$ cat src/hw/rtl/vpa_pkg.sv
// Shared types and constants for the variable partition allocator.
`timescale 1ns / 1ps
`default_nettype none
package vpa_pkg;

  localparam int unsigned MemSize = 1024;
  localparam int unsigned AddrW   = 10;
  localparam int unsigned SizeW   = 11;
  localparam int unsigned OwnerW  = 8;

  localparam logic [1:0] CMD_FIRST = 2'd0;
  localparam logic [1:0] CMD_BEST  = 2'd1;
  localparam logic [1:0] CMD_NEXT  = 2'd2;
  localparam logic [1:0] CMD_FREE  = 2'd3;

  localparam logic [2:0] STAT_OK      = 3'd0;
  localparam logic [2:0] STAT_NOFIT   = 3'd1;
  localparam logic [2:0] STAT_FULL    = 3'd2;
  localparam logic [2:0] STAT_NOOWNER = 3'd3;
  localparam logic [2:0] STAT_BADSIZE = 3'd4;

  typedef struct packed {
    logic [AddrW-1:0]  start;
    logic [SizeW-1:0]  size;
    logic [OwnerW-1:0] owner;
    logic              busy;
  } part_t;

  typedef enum logic [3:0] {
    S_IDLE,
    S_SCAN,
    S_DECIDE,
    S_SHIFT,
    S_SPLIT,
    S_MARK,
    S_FREE,
    S_MRGR,
    S_REM,
    S_MRGL,
    S_DONE
  } state_e;

endpackage
`default_nettype wire

$ cat src/hw/rtl/variable_partition_allocator_core.sv
// Variable partition allocator: partition table and request sequencer.
// A bad size goes straight to the result; otherwise the table scan visits one entry a cycle
// and each split or merge moves one entry a cycle.
// Throughput: one request at a time; busy stays high through the result strobe.
// The result is shown for one cycle on result_valid_o; the receiver cannot stall.
// Reset: the table holds one free partition covering the whole memory, cursor zero.
`timescale 1ns / 1ps
`default_nettype none
module variable_partition_allocator_core
  import vpa_pkg::*;
#(
  parameter int unsigned MAX_PARTS = 32
) (
  input  wire logic              clk_i,
  input  wire logic              rst_ni,
  input  wire logic              start,
  output logic                   busy,
  input  wire logic [1:0]        cmd_i,
  input  wire logic [OwnerW-1:0] owner_id_i,
  input  wire logic [SizeW-1:0]  request_size_i,
  output logic                   result_valid_o,
  output logic [2:0]             status_o,
  output logic [AddrW-1:0]       block_address_o,
  output logic [SizeW-1:0]       block_size_o
);

  localparam int unsigned IW = (MAX_PARTS > 1) ? $clog2(MAX_PARTS) : 1;
  localparam int unsigned CW = $clog2(MAX_PARTS + 1);

  state_e state_q, state_d;
  part_t  part_q [MAX_PARTS];
  logic [CW-1:0] count_q, count_d, k_q, k_d;
  logic [IW-1:0] cursor_q, cursor_d, scan_q, scan_d, pick_q, pick_d, j_q, j_d;
  logic [1:0]        cmd_q, cmd_d;
  logic [OwnerW-1:0] owner_q, owner_d;
  logic [SizeW-1:0]  req_q, req_d, best_q, best_d, msz_q, msz_d;
  logic              found_q, found_d, left_q, left_d;
  logic [2:0]        stat_q, stat_d;
  logic [AddrW-1:0]  addr_q, addr_d;
  logic [SizeW-1:0]  bsz_q, bsz_d;

  logic [IW-1:0] rd_idx, wr_idx;
  logic          wr_en;
  part_t         rd_e, wr_e;
  logic          fit, match, better, last, hit;
  logic [CW-1:0] scan_nx, newcnt, cur_c;

  always_comb begin
    case (state_q)
      S_SCAN:  rd_idx = scan_q;
      S_SHIFT: rd_idx = j_q;
      S_MRGR:  rd_idx = IW'(pick_q + 1'b1);
      S_REM:   rd_idx = IW'(j_q + 1'b1);
      S_MRGL:  rd_idx = IW'(pick_q - 1'b1);
      default: rd_idx = pick_q;
    endcase
  end
  assign rd_e = part_q[rd_idx];

  assign fit     = !rd_e.busy && (rd_e.size >= req_q);
  assign match   = rd_e.busy && (rd_e.owner == owner_q);
  assign better  = fit && (!found_q || (rd_e.size < best_q));
  assign last    = (k_q == CW'(count_q - 1'b1));
  assign hit     = (cmd_q == CMD_FREE) ? match : ((cmd_q != CMD_BEST) && fit);
  assign scan_nx = CW'(scan_q) + 1'b1;
  assign newcnt  = CW'(count_q - 1'b1);

  always_comb begin
    state_d = state_q;
    case (state_q)
      S_IDLE: begin
        if (start) begin
          if ((cmd_i != CMD_FREE) &&
              ((request_size_i == '0) || (request_size_i > SizeW'(MemSize)))) begin
            state_d = S_DONE;
          end else begin
            state_d = S_SCAN;
          end
        end
      end
      S_SCAN: begin
        if (hit) begin
          state_d = (cmd_q == CMD_FREE) ? S_FREE : S_DECIDE;
        end else if (last) begin
          state_d = ((cmd_q == CMD_BEST) && (found_q || better)) ? S_DECIDE : S_DONE;
        end
      end
      S_DECIDE: begin
        if (rd_e.size == req_q) begin
          state_d = S_MARK;
        end else if (count_q >= CW'(MAX_PARTS)) begin
          state_d = S_DONE;
        end else begin
          state_d = S_SHIFT;
        end
      end
      S_SHIFT: begin
        if (j_q <= pick_q) begin
          state_d = S_SPLIT;
        end
      end
      S_SPLIT: state_d = S_MARK;
      S_MARK:  state_d = S_DONE;
      S_FREE:  state_d = S_MRGR;
      S_MRGR: begin
        if ((CW'(pick_q) + 1'b1 < count_q) && !rd_e.busy) begin
          state_d = S_REM;
        end else begin
          state_d = S_MRGL;
        end
      end
      S_REM: begin
        if (!(CW'(j_q) + 1'b1 < count_q)) begin
          state_d = left_q ? S_DONE : S_MRGL;
        end
      end
      S_MRGL: begin
        if ((pick_q != '0) && !rd_e.busy) begin
          state_d = S_REM;
        end else begin
          state_d = S_DONE;
        end
      end
      S_DONE:  state_d = S_IDLE;
      default: state_d = S_IDLE;
    endcase
  end

  always_comb begin
    count_d  = count_q;
    cursor_d = cursor_q;
    k_d      = k_q;
    scan_d   = scan_q;
    pick_d   = pick_q;
    j_d      = j_q;
    cmd_d    = cmd_q;
    owner_d  = owner_q;
    req_d    = req_q;
    best_d   = best_q;
    msz_d    = msz_q;
    found_d  = found_q;
    left_d   = left_q;
    stat_d   = stat_q;
    addr_d   = addr_q;
    bsz_d    = bsz_q;
    wr_en    = 1'b0;
    wr_idx   = pick_q;
    wr_e     = rd_e;
    cur_c    = CW'(cursor_q);
    case (state_q)
      S_IDLE: begin
        if (start) begin
          cmd_d   = cmd_i;
          owner_d = owner_id_i;
          req_d   = request_size_i;
          k_d     = '0;
          found_d = 1'b0;
          left_d  = 1'b0;
          scan_d  = (cmd_i == CMD_NEXT) ? cursor_q : '0;
          stat_d  = STAT_BADSIZE;
          addr_d  = '0;
          bsz_d   = '0;
        end
      end
      S_SCAN: begin
        k_d    = k_q + 1'b1;
        scan_d = (scan_nx >= count_q) ? '0 : IW'(scan_nx);
        if (hit || better) begin
          pick_d  = scan_q;
          best_d  = rd_e.size;
          found_d = 1'b1;
        end
        stat_d = (cmd_q == CMD_FREE) ? STAT_NOOWNER : STAT_NOFIT;
      end
      S_DECIDE: begin
        stat_d = STAT_FULL;
        j_d    = IW'(count_q - 1'b1);
      end
      S_SHIFT: begin
        if (j_q > pick_q) begin
          wr_en  = 1'b1;
          wr_idx = IW'(j_q + 1'b1);
          j_d    = IW'(j_q - 1'b1);
        end
      end
      S_SPLIT: begin
        wr_en      = 1'b1;
        wr_idx     = IW'(pick_q + 1'b1);
        wr_e.start = AddrW'(rd_e.start + req_q);
        wr_e.size  = rd_e.size - req_q;
        wr_e.owner = '0;
        wr_e.busy  = 1'b0;
        count_d    = count_q + 1'b1;
      end
      S_MARK: begin
        wr_en      = 1'b1;
        wr_e.size  = req_q;
        wr_e.owner = owner_q;
        wr_e.busy  = 1'b1;
        stat_d     = STAT_OK;
        addr_d     = rd_e.start;
        bsz_d      = req_q;
        cursor_d   = (CW'(pick_q) + 1'b1 >= count_q) ? '0 : IW'(pick_q + 1'b1);
      end
      S_FREE: begin
        wr_en      = 1'b1;
        wr_e.owner = '0;
        wr_e.busy  = 1'b0;
        stat_d     = STAT_OK;
        addr_d     = rd_e.start;
        bsz_d      = rd_e.size;
        msz_d      = rd_e.size;
      end
      S_MRGR: begin
        if ((CW'(pick_q) + 1'b1 < count_q) && !rd_e.busy) begin
          wr_en      = 1'b1;
          wr_idx     = pick_q;
          wr_e.start = addr_q;
          wr_e.size  = msz_q + rd_e.size;
          wr_e.owner = '0;
          wr_e.busy  = 1'b0;
          msz_d      = msz_q + rd_e.size;
          pick_d     = pick_q;
          j_d        = IW'(pick_q + 1'b1);
        end
      end
      S_REM: begin
        if (CW'(j_q) + 1'b1 < count_q) begin
          wr_en  = 1'b1;
          wr_idx = j_q;
          j_d    = IW'(j_q + 1'b1);
        end else begin
          count_d = newcnt;
          if ((cursor_q >= (left_q ? pick_q : IW'(pick_q + 1'b1))) && (cursor_q != '0)) begin
            cur_c = CW'(cursor_q) - 1'b1;
          end
          cursor_d = (cur_c >= newcnt) ? '0 : IW'(cur_c);
        end
      end
      S_MRGL: begin
        if ((pick_q != '0) && !rd_e.busy) begin
          wr_en     = 1'b1;
          wr_idx    = IW'(pick_q - 1'b1);
          wr_e.size = rd_e.size + msz_q;
          left_d    = 1'b1;
          j_d       = pick_q;
        end
      end
      default: begin
      end
    endcase
  end

  always_ff @(posedge clk_i or negedge rst_ni) begin
    if (!rst_ni) begin
      state_q  <= S_IDLE;
      count_q  <= CW'(1);
      cursor_q <= '0;
    end else begin
      state_q  <= state_d;
      count_q  <= count_d;
      cursor_q <= cursor_d;
    end
  end

  always_ff @(posedge clk_i or negedge rst_ni) begin
    if (!rst_ni) begin
      part_q[0] <= '{start: '0, size: SizeW'(MemSize), owner: '0, busy: 1'b0};
    end else if (wr_en) begin
      part_q[wr_idx] <= wr_e;
    end
  end

  always_ff @(posedge clk_i) begin
    k_q     <= k_d;
    scan_q  <= scan_d;
    pick_q  <= pick_d;
    j_q     <= j_d;
    cmd_q   <= cmd_d;
    owner_q <= owner_d;
    req_q   <= req_d;
    best_q  <= best_d;
    msz_q   <= msz_d;
    found_q <= found_d;
    left_q  <= left_d;
    stat_q  <= stat_d;
    addr_q  <= addr_d;
    bsz_q   <= bsz_d;
  end

  always_comb begin
    busy            = (state_q != S_IDLE);
    result_valid_o  = (state_q == S_DONE);
    status_o        = stat_q;
    block_address_o = addr_q;
    block_size_o    = bsz_q;
  end

endmodule
`default_nettype wire

$ cat config.mk
export PLATFORM = sky130hd
export DESIGN_NAME = variable_partition_allocator_core
export DESIGN_NICKNAME = d
export VERILOG_FILES = /design/src/hw/rtl/vpa_pkg.sv /design/src/hw/rtl/variable_partition_allocator_core.sv
export SDC_FILE = /design/constraint.sdc
export NUM_CORES = 2
export LEC_CHECK = 0
export CAP_MARGIN = 25
export CORE_MARGIN = 4
export CORE_UTILIZATION = 50
export CTS_CLUSTER_SIZE = 16
export DETAILED_ROUTE_END_ITERATION = 8
export DONT_BUFFER_PORTS = 1
export PLACE_DENSITY = 0.62
export SYNTH_ARGS = -nofsm -noshare
export SYNTH_HDL_FRONTEND = slang
export SYNTH_SLANG_ARGS = --single-unit
$ cat constraint.sdc
create_clock -name clk_i -period 7.93 [get_ports clk_i]
set_clock_uncertainty 0.1 [all_clocks]
set_input_delay 1.586 -clock clk_i [delete_from_list [all_inputs] [get_ports clk_i]]
set_output_delay 1.586 -clock clk_i [all_outputs]
set_load 0.02 [all_outputs]
### Word-level counts from Yosys, hierarchy flattened

Index checks and enable logic that the tools add are counted.
Widths: inputs -> output; s select.

| storage, ports and cells | value |
|---|---|
| register bits after elaboration | 1065 |
| input port bits | 24 |
| word-level logic and storage cells | 321 |

| operators by class | value |
|---|---|
| reduce and logical (&&, ||, !) cells | 47 |
| eq/ne operators | 27 |
| $lt $le $gt $ge | 15 |
| $add $sub $neg | 14 |
| bitwise operators | 2 |
| multiplexer cells | 71 |

Operators by type and width:

| operator | number |
|---|---|
| $bwmux 960 | 1 |
| $bmux 30 s5 | 1 |
| $demux 30 s5 | 1 |
| $mux 30 | 4 |
| $mux 5 | 14 |
| $pmux 5 s5 | 2 |
| $pmux 11 s4 | 1 |
| $pmux 10 s2 | 2 |
| $pmux 4 s10 | 1 |
| $mux 4 | 9 |
| $mux 11 | 3 |
| $pmux 11 s3 | 1 |
| $mux 6 | 5 |
| $pmux 9 s3 | 1 |
| $pmux 6 s2 | 2 |
| $pmux 11 s2 | 1 |
| $pmux 5 s2 | 2 |
| $pmux 5 s4 | 1 |
| $reduce_and 2->1 | 10 |
| $add 5x1->6 const B | 3 |
| $ge 6x6->1 | 3 |
| $ge 6x6->1 const B | 3 |
| $ne 2x2->1 const B | 9 |
| $eq 4x3->1 const B | 4 |
| other kinds (48) | 92 |

### Longest topological paths before layout

| depth | value |
|---|---|
| word-level depth | 16 |
| mapped depth | 32 |
| mapped depth without buffers | 26 |

### Least setup slack after synthesis

OpenSTA, ideal clock, no wires.

| timing | value |
|---|---|
| path kind | reg-to-reg |
| start | reg pick_q[0] |
| end | reg part_q[119] (netlist bit) (data pin) |
| data arrival time | 6172 ps |
| stages on the path, launching flop included | 29 |
| setup slack | 1204 ps |
| clock period less this slack | 6726 ps |
| path through | edfxtp_1 > buf_2 > inv_1 > ha_1 > a32oi_1 > and4_1 > buf_4 > buf_4 > buf_2 > buf_2 > buf_2 > buf_2 > nand3_1 > a311oi_1 > a21oi_1 > a21oi_1 > inv_1 > ha_1 > a21o_1 > a21oi_1 > o21bai_1 > a21oi_1 > o21bai_1 > a21oi_1 > o21ai_0 > xnor2_1 > nand2_1 > xnor2_1 > o21ai_0 |

RTL lines:

| item | line | RTL |
|---|---|---|
| start: declaration | variable_partition_allocator_core.sv:33 | `logic [IW-1:0] cursor_q, cursor_d, scan_q, scan_d, pick_q, pick_d, j_q, j_d;` |
| start signal: assignment | variable_partition_allocator_core.sv:277 | `pick_q <= pick_d;` |
| end signal: indexed assignment | variable_partition_allocator_core.sv:270 | `part_q[wr_idx] <= wr_e;` |
| end: declaration | variable_partition_allocator_core.sv:31 | `part_t part_q [MAX_PARTS];` |

==> impl_results.md <==
* Full die area at 99200 sq um
* Max Fanout on Critical Path at 45
* First-pass GRT wire length at 200000 um
* Die height at 315 um
* Via count of the first global-routing pass at 30.0k
* Yosys Warn Count at 0
* Post-CTS Setup Bufs at 0
* Unrepaired setup endpoints after global routing: no
* Max-slew violations at 0
* Clk Latency, worst-skew pair at 690 ps
* Via/cell ratio at 6.15
* Layout area overhead at 12.7%
* Mapped Area at 47100 sq um
* Die width at 315 um
* Largest stage delay, worst path at 770 ps
* Antenna cells at 0
* Synth Area per Inst at 12.6 sq um
* Crit. End Element: flop
* Clock tree buffer depth at 3
* Initial antenna violation count at 1
* DR pass1 iterations at 6
* Fillers at 7632
* Hold Fails Final Rpt at 0
* Leading area contributor after synthesis: edfxtp_1
* Relative slew slack at 31.2%
* R2R Setup Slk at 680 ps
* Initial Utilization at 50.4%
* Minimum clock period at 7250 ps
* Setup crit start kind: flop
* Post-synth EDFFs at 1020
* Detailed Place HPWL at 79100 um
* Routed WL per cell at 26.6 um
* Post-CTS sizing at 0
* Final Wtd Congestion at 0.949
* Initial drt markers at 3709
* Final WL at 136000 um
* Top post-synthesis cells by area: edfxtp_1 65%, nand2_1 6.6%, nand3_1 2.9%, dfrtp_1 2.3%, a311oi_1 2.2%
* Num ports at 50
* Hold_buf cts at 0
* CP required at 8200 ps
* Sequential area share after synthesis at 67.4%
* Setup TNS at 0 ps
* Placeable Area at 93500 sq um
* Multi-input gate area at 14200 sq um
* Fin Hold WS at 388 ps
* CP arrival at 7510 ps
* Vias after detailed routing at 31.5k
* Port bufs at 0
* Synth cell types at 94
* CP max stage cell: edfxtp_1
* Final period utilization at 91.4%
* CTS clk-pin slew, worst paths at 60 ps
* Main flop type after synthesis: edfxtp_1
* Tot GR Track Use at 27.3%
* Post-route ant nets at 0
* Layout Utilization at 56.8%
* CTS Sinks at 1065
* Synth Instances at 3730
* Status: complete, no violations
* Total gr overflow at 0
* Root buffer cell: clkbuf_16
* CTS Buf Count at 109
* Final setup violation count at 0
* Htree depth at 3
* Synth Register Bits at 1065
* Fraction of layout cells with a size suffix above 1 at 11.3%
* Final-stage net count at 3880
* Largest net degree at the start of global routing at 106
* Ys async rst share at 4.23%
* Reg area at 31800 sq um
* Max cap viols at 0
* Worst min path class: flop to flop
* DRC at 0
* TritonCTS clock tree: built
* Worst Tran Pin Value at 1030 ps
* Max Clock Freq at 0.138 GHz
* Critical path, cell by cell: nand3_1 -> xnor2_1 -> a2bb2oi_1 -> and2_4 -> buf_12 -> buf_4 -> a311oi_1 -> a311oi_1 -> nor3_1 -> a31oi_1 -> inv_1 -> ha_1 -> nand4_1 -> nor3_1 -> o41ai_1 -> a211o_1 -> a21oi_1 -> buf_4
* Synthesized Nets at 3840
* Critical path class: flop to flop
* Post-synth top area share at 65.0%
* Row count at 112
final cells by class:
type / count / area share (%)
Multi-Input combinational cell: 2341 / 26.8
Sequential cell: 1065 / 59.8
Inverter: 92 / 0.650
Tap cell: 1254 / 2.95
Clock buffer: 160 / 5.80
Clock inverter: 44 / 0.761
Timing Repair Buffer: 161 / 3.30
synth_stat cells (all sizes together) (15+ instances only):
| cell | instances |
|---|---|
| clkbuf | 96 |
| and3 | 100 |
| o21bai | 15 |
| a31oi | 32 |
| ha | 83 |
| buf | 136 |
| nor2 | 100 |
| o21ai | 88 |
| nor3 | 64 |
| o211ai | 19 |
| mux2 | 42 |
| edfxtp | 1020 |
| xnor2 | 54 |
| nand3 | 269 |
| nand2 | 834 |
| a21oi | 114 |
| dfrtp | 43 |
| xor2 | 25 |
| inv | 92 |
| nand2b | 24 |
| mux2i | 100 |
| a311oi | 121 |
| nor2b | 21 |
| nand4 | 20 |
worst paths after layout:
kind | cells after the start | to | start
hold / removal | 1 | part_q[932] | part_q[932]
min in group asynchronous | 0 | count_q[2] | rst_ni
setup reg to reg | 18 | best_q[2] | pick_q[2]
hold reg to reg | 1 | part_q[932] | part_q[932]
max in group asynchronous | 0 | part_q[949] | rst_ni
setup / recovery | 18 | best_q[2] | pick_q[2]
routing by layer:
layer / vias to the layer above / share of wire, % / track usage, %
met1: 15757 / 41 / 38.2
met5: - / 0 / 0
met2: 1424 / 47 / 43.4
met3: 307 / 7.8 / 3.83
met4: 0 / 4.0 / 10.6
li1: 13992 / - / -
critical path, delay by kind of cell, from the launching register on:
kind / cells / cell delay [ps]
AOI/OAI and AO/OA: 7 / 2420
and+or+nand+nor: 5 / 1770
buffers and inverters: 4 / 1160
DFF: 1 / 770
adders and majority gates: 1 / 410
xor gates and xnor gates: 1 / 260
cell usage in the layout (no fill, tap or decap), types with 43 or more instances in the layout:
cell type and n:
clkbuf_16 111, and3_1 95, a21oi_1 112, nand2_1 831, xnor2_1 54, inv_1 92, mux2i_1 100, nor3_1 59
buf_4 121, dfrtp_1 43, ha_1 83, edfxtp_1 1020, o21ai_0 76, a311oi_1 121, nor2_1 77, nand3_1 269
kinds of logic (layout without fill, tap and decap cells):
family / Yosys count / count (layout) / share of synthesized area (%)
and+or+nand+nor: 1476 / 1476 / 14.0
AOI/OAI and AO/OA: 552 / 552 / 8.36
buffers and inverters: 324 / 457 / 3.06
muxes: 148 / 148 / 3.41
DFF: 1065 / 1065 / 67.4
adders and majority gates: 86 / 86 / 2.33
xor gates and xnor gates: 79 / 79 / 1.47
stage by stage:
stage / instances / cell area [sq um] / setup slack (ps)
finish: 5117 / 53100 / 682
floorplan: 3730 / 47100 / 1200
global route: 5117 / 53100 / 273
CTS: 5113 / 53000 / 890
global placement: 4904 / 49400 / 916
detailed placement: 4909 / 49500 / 924
registers in the layout, indices dropped and copies added, names as in the netlist:
signal,flops
best_q,11
block_address_o,10
block_size_o,11
cmd_q,2
count_q,6
cursor_q,5
found_q,1
j_q,5
k_q,6
left_q,1
msz_q,11
owner_q,8
part_q,960
pick_q,5
req_q,11
scan_q,5
state_q,4
status_o,3
Power is not shown: default switching activity piles up to over one toggle a cycle in this logic, so the estimate is an artifact.
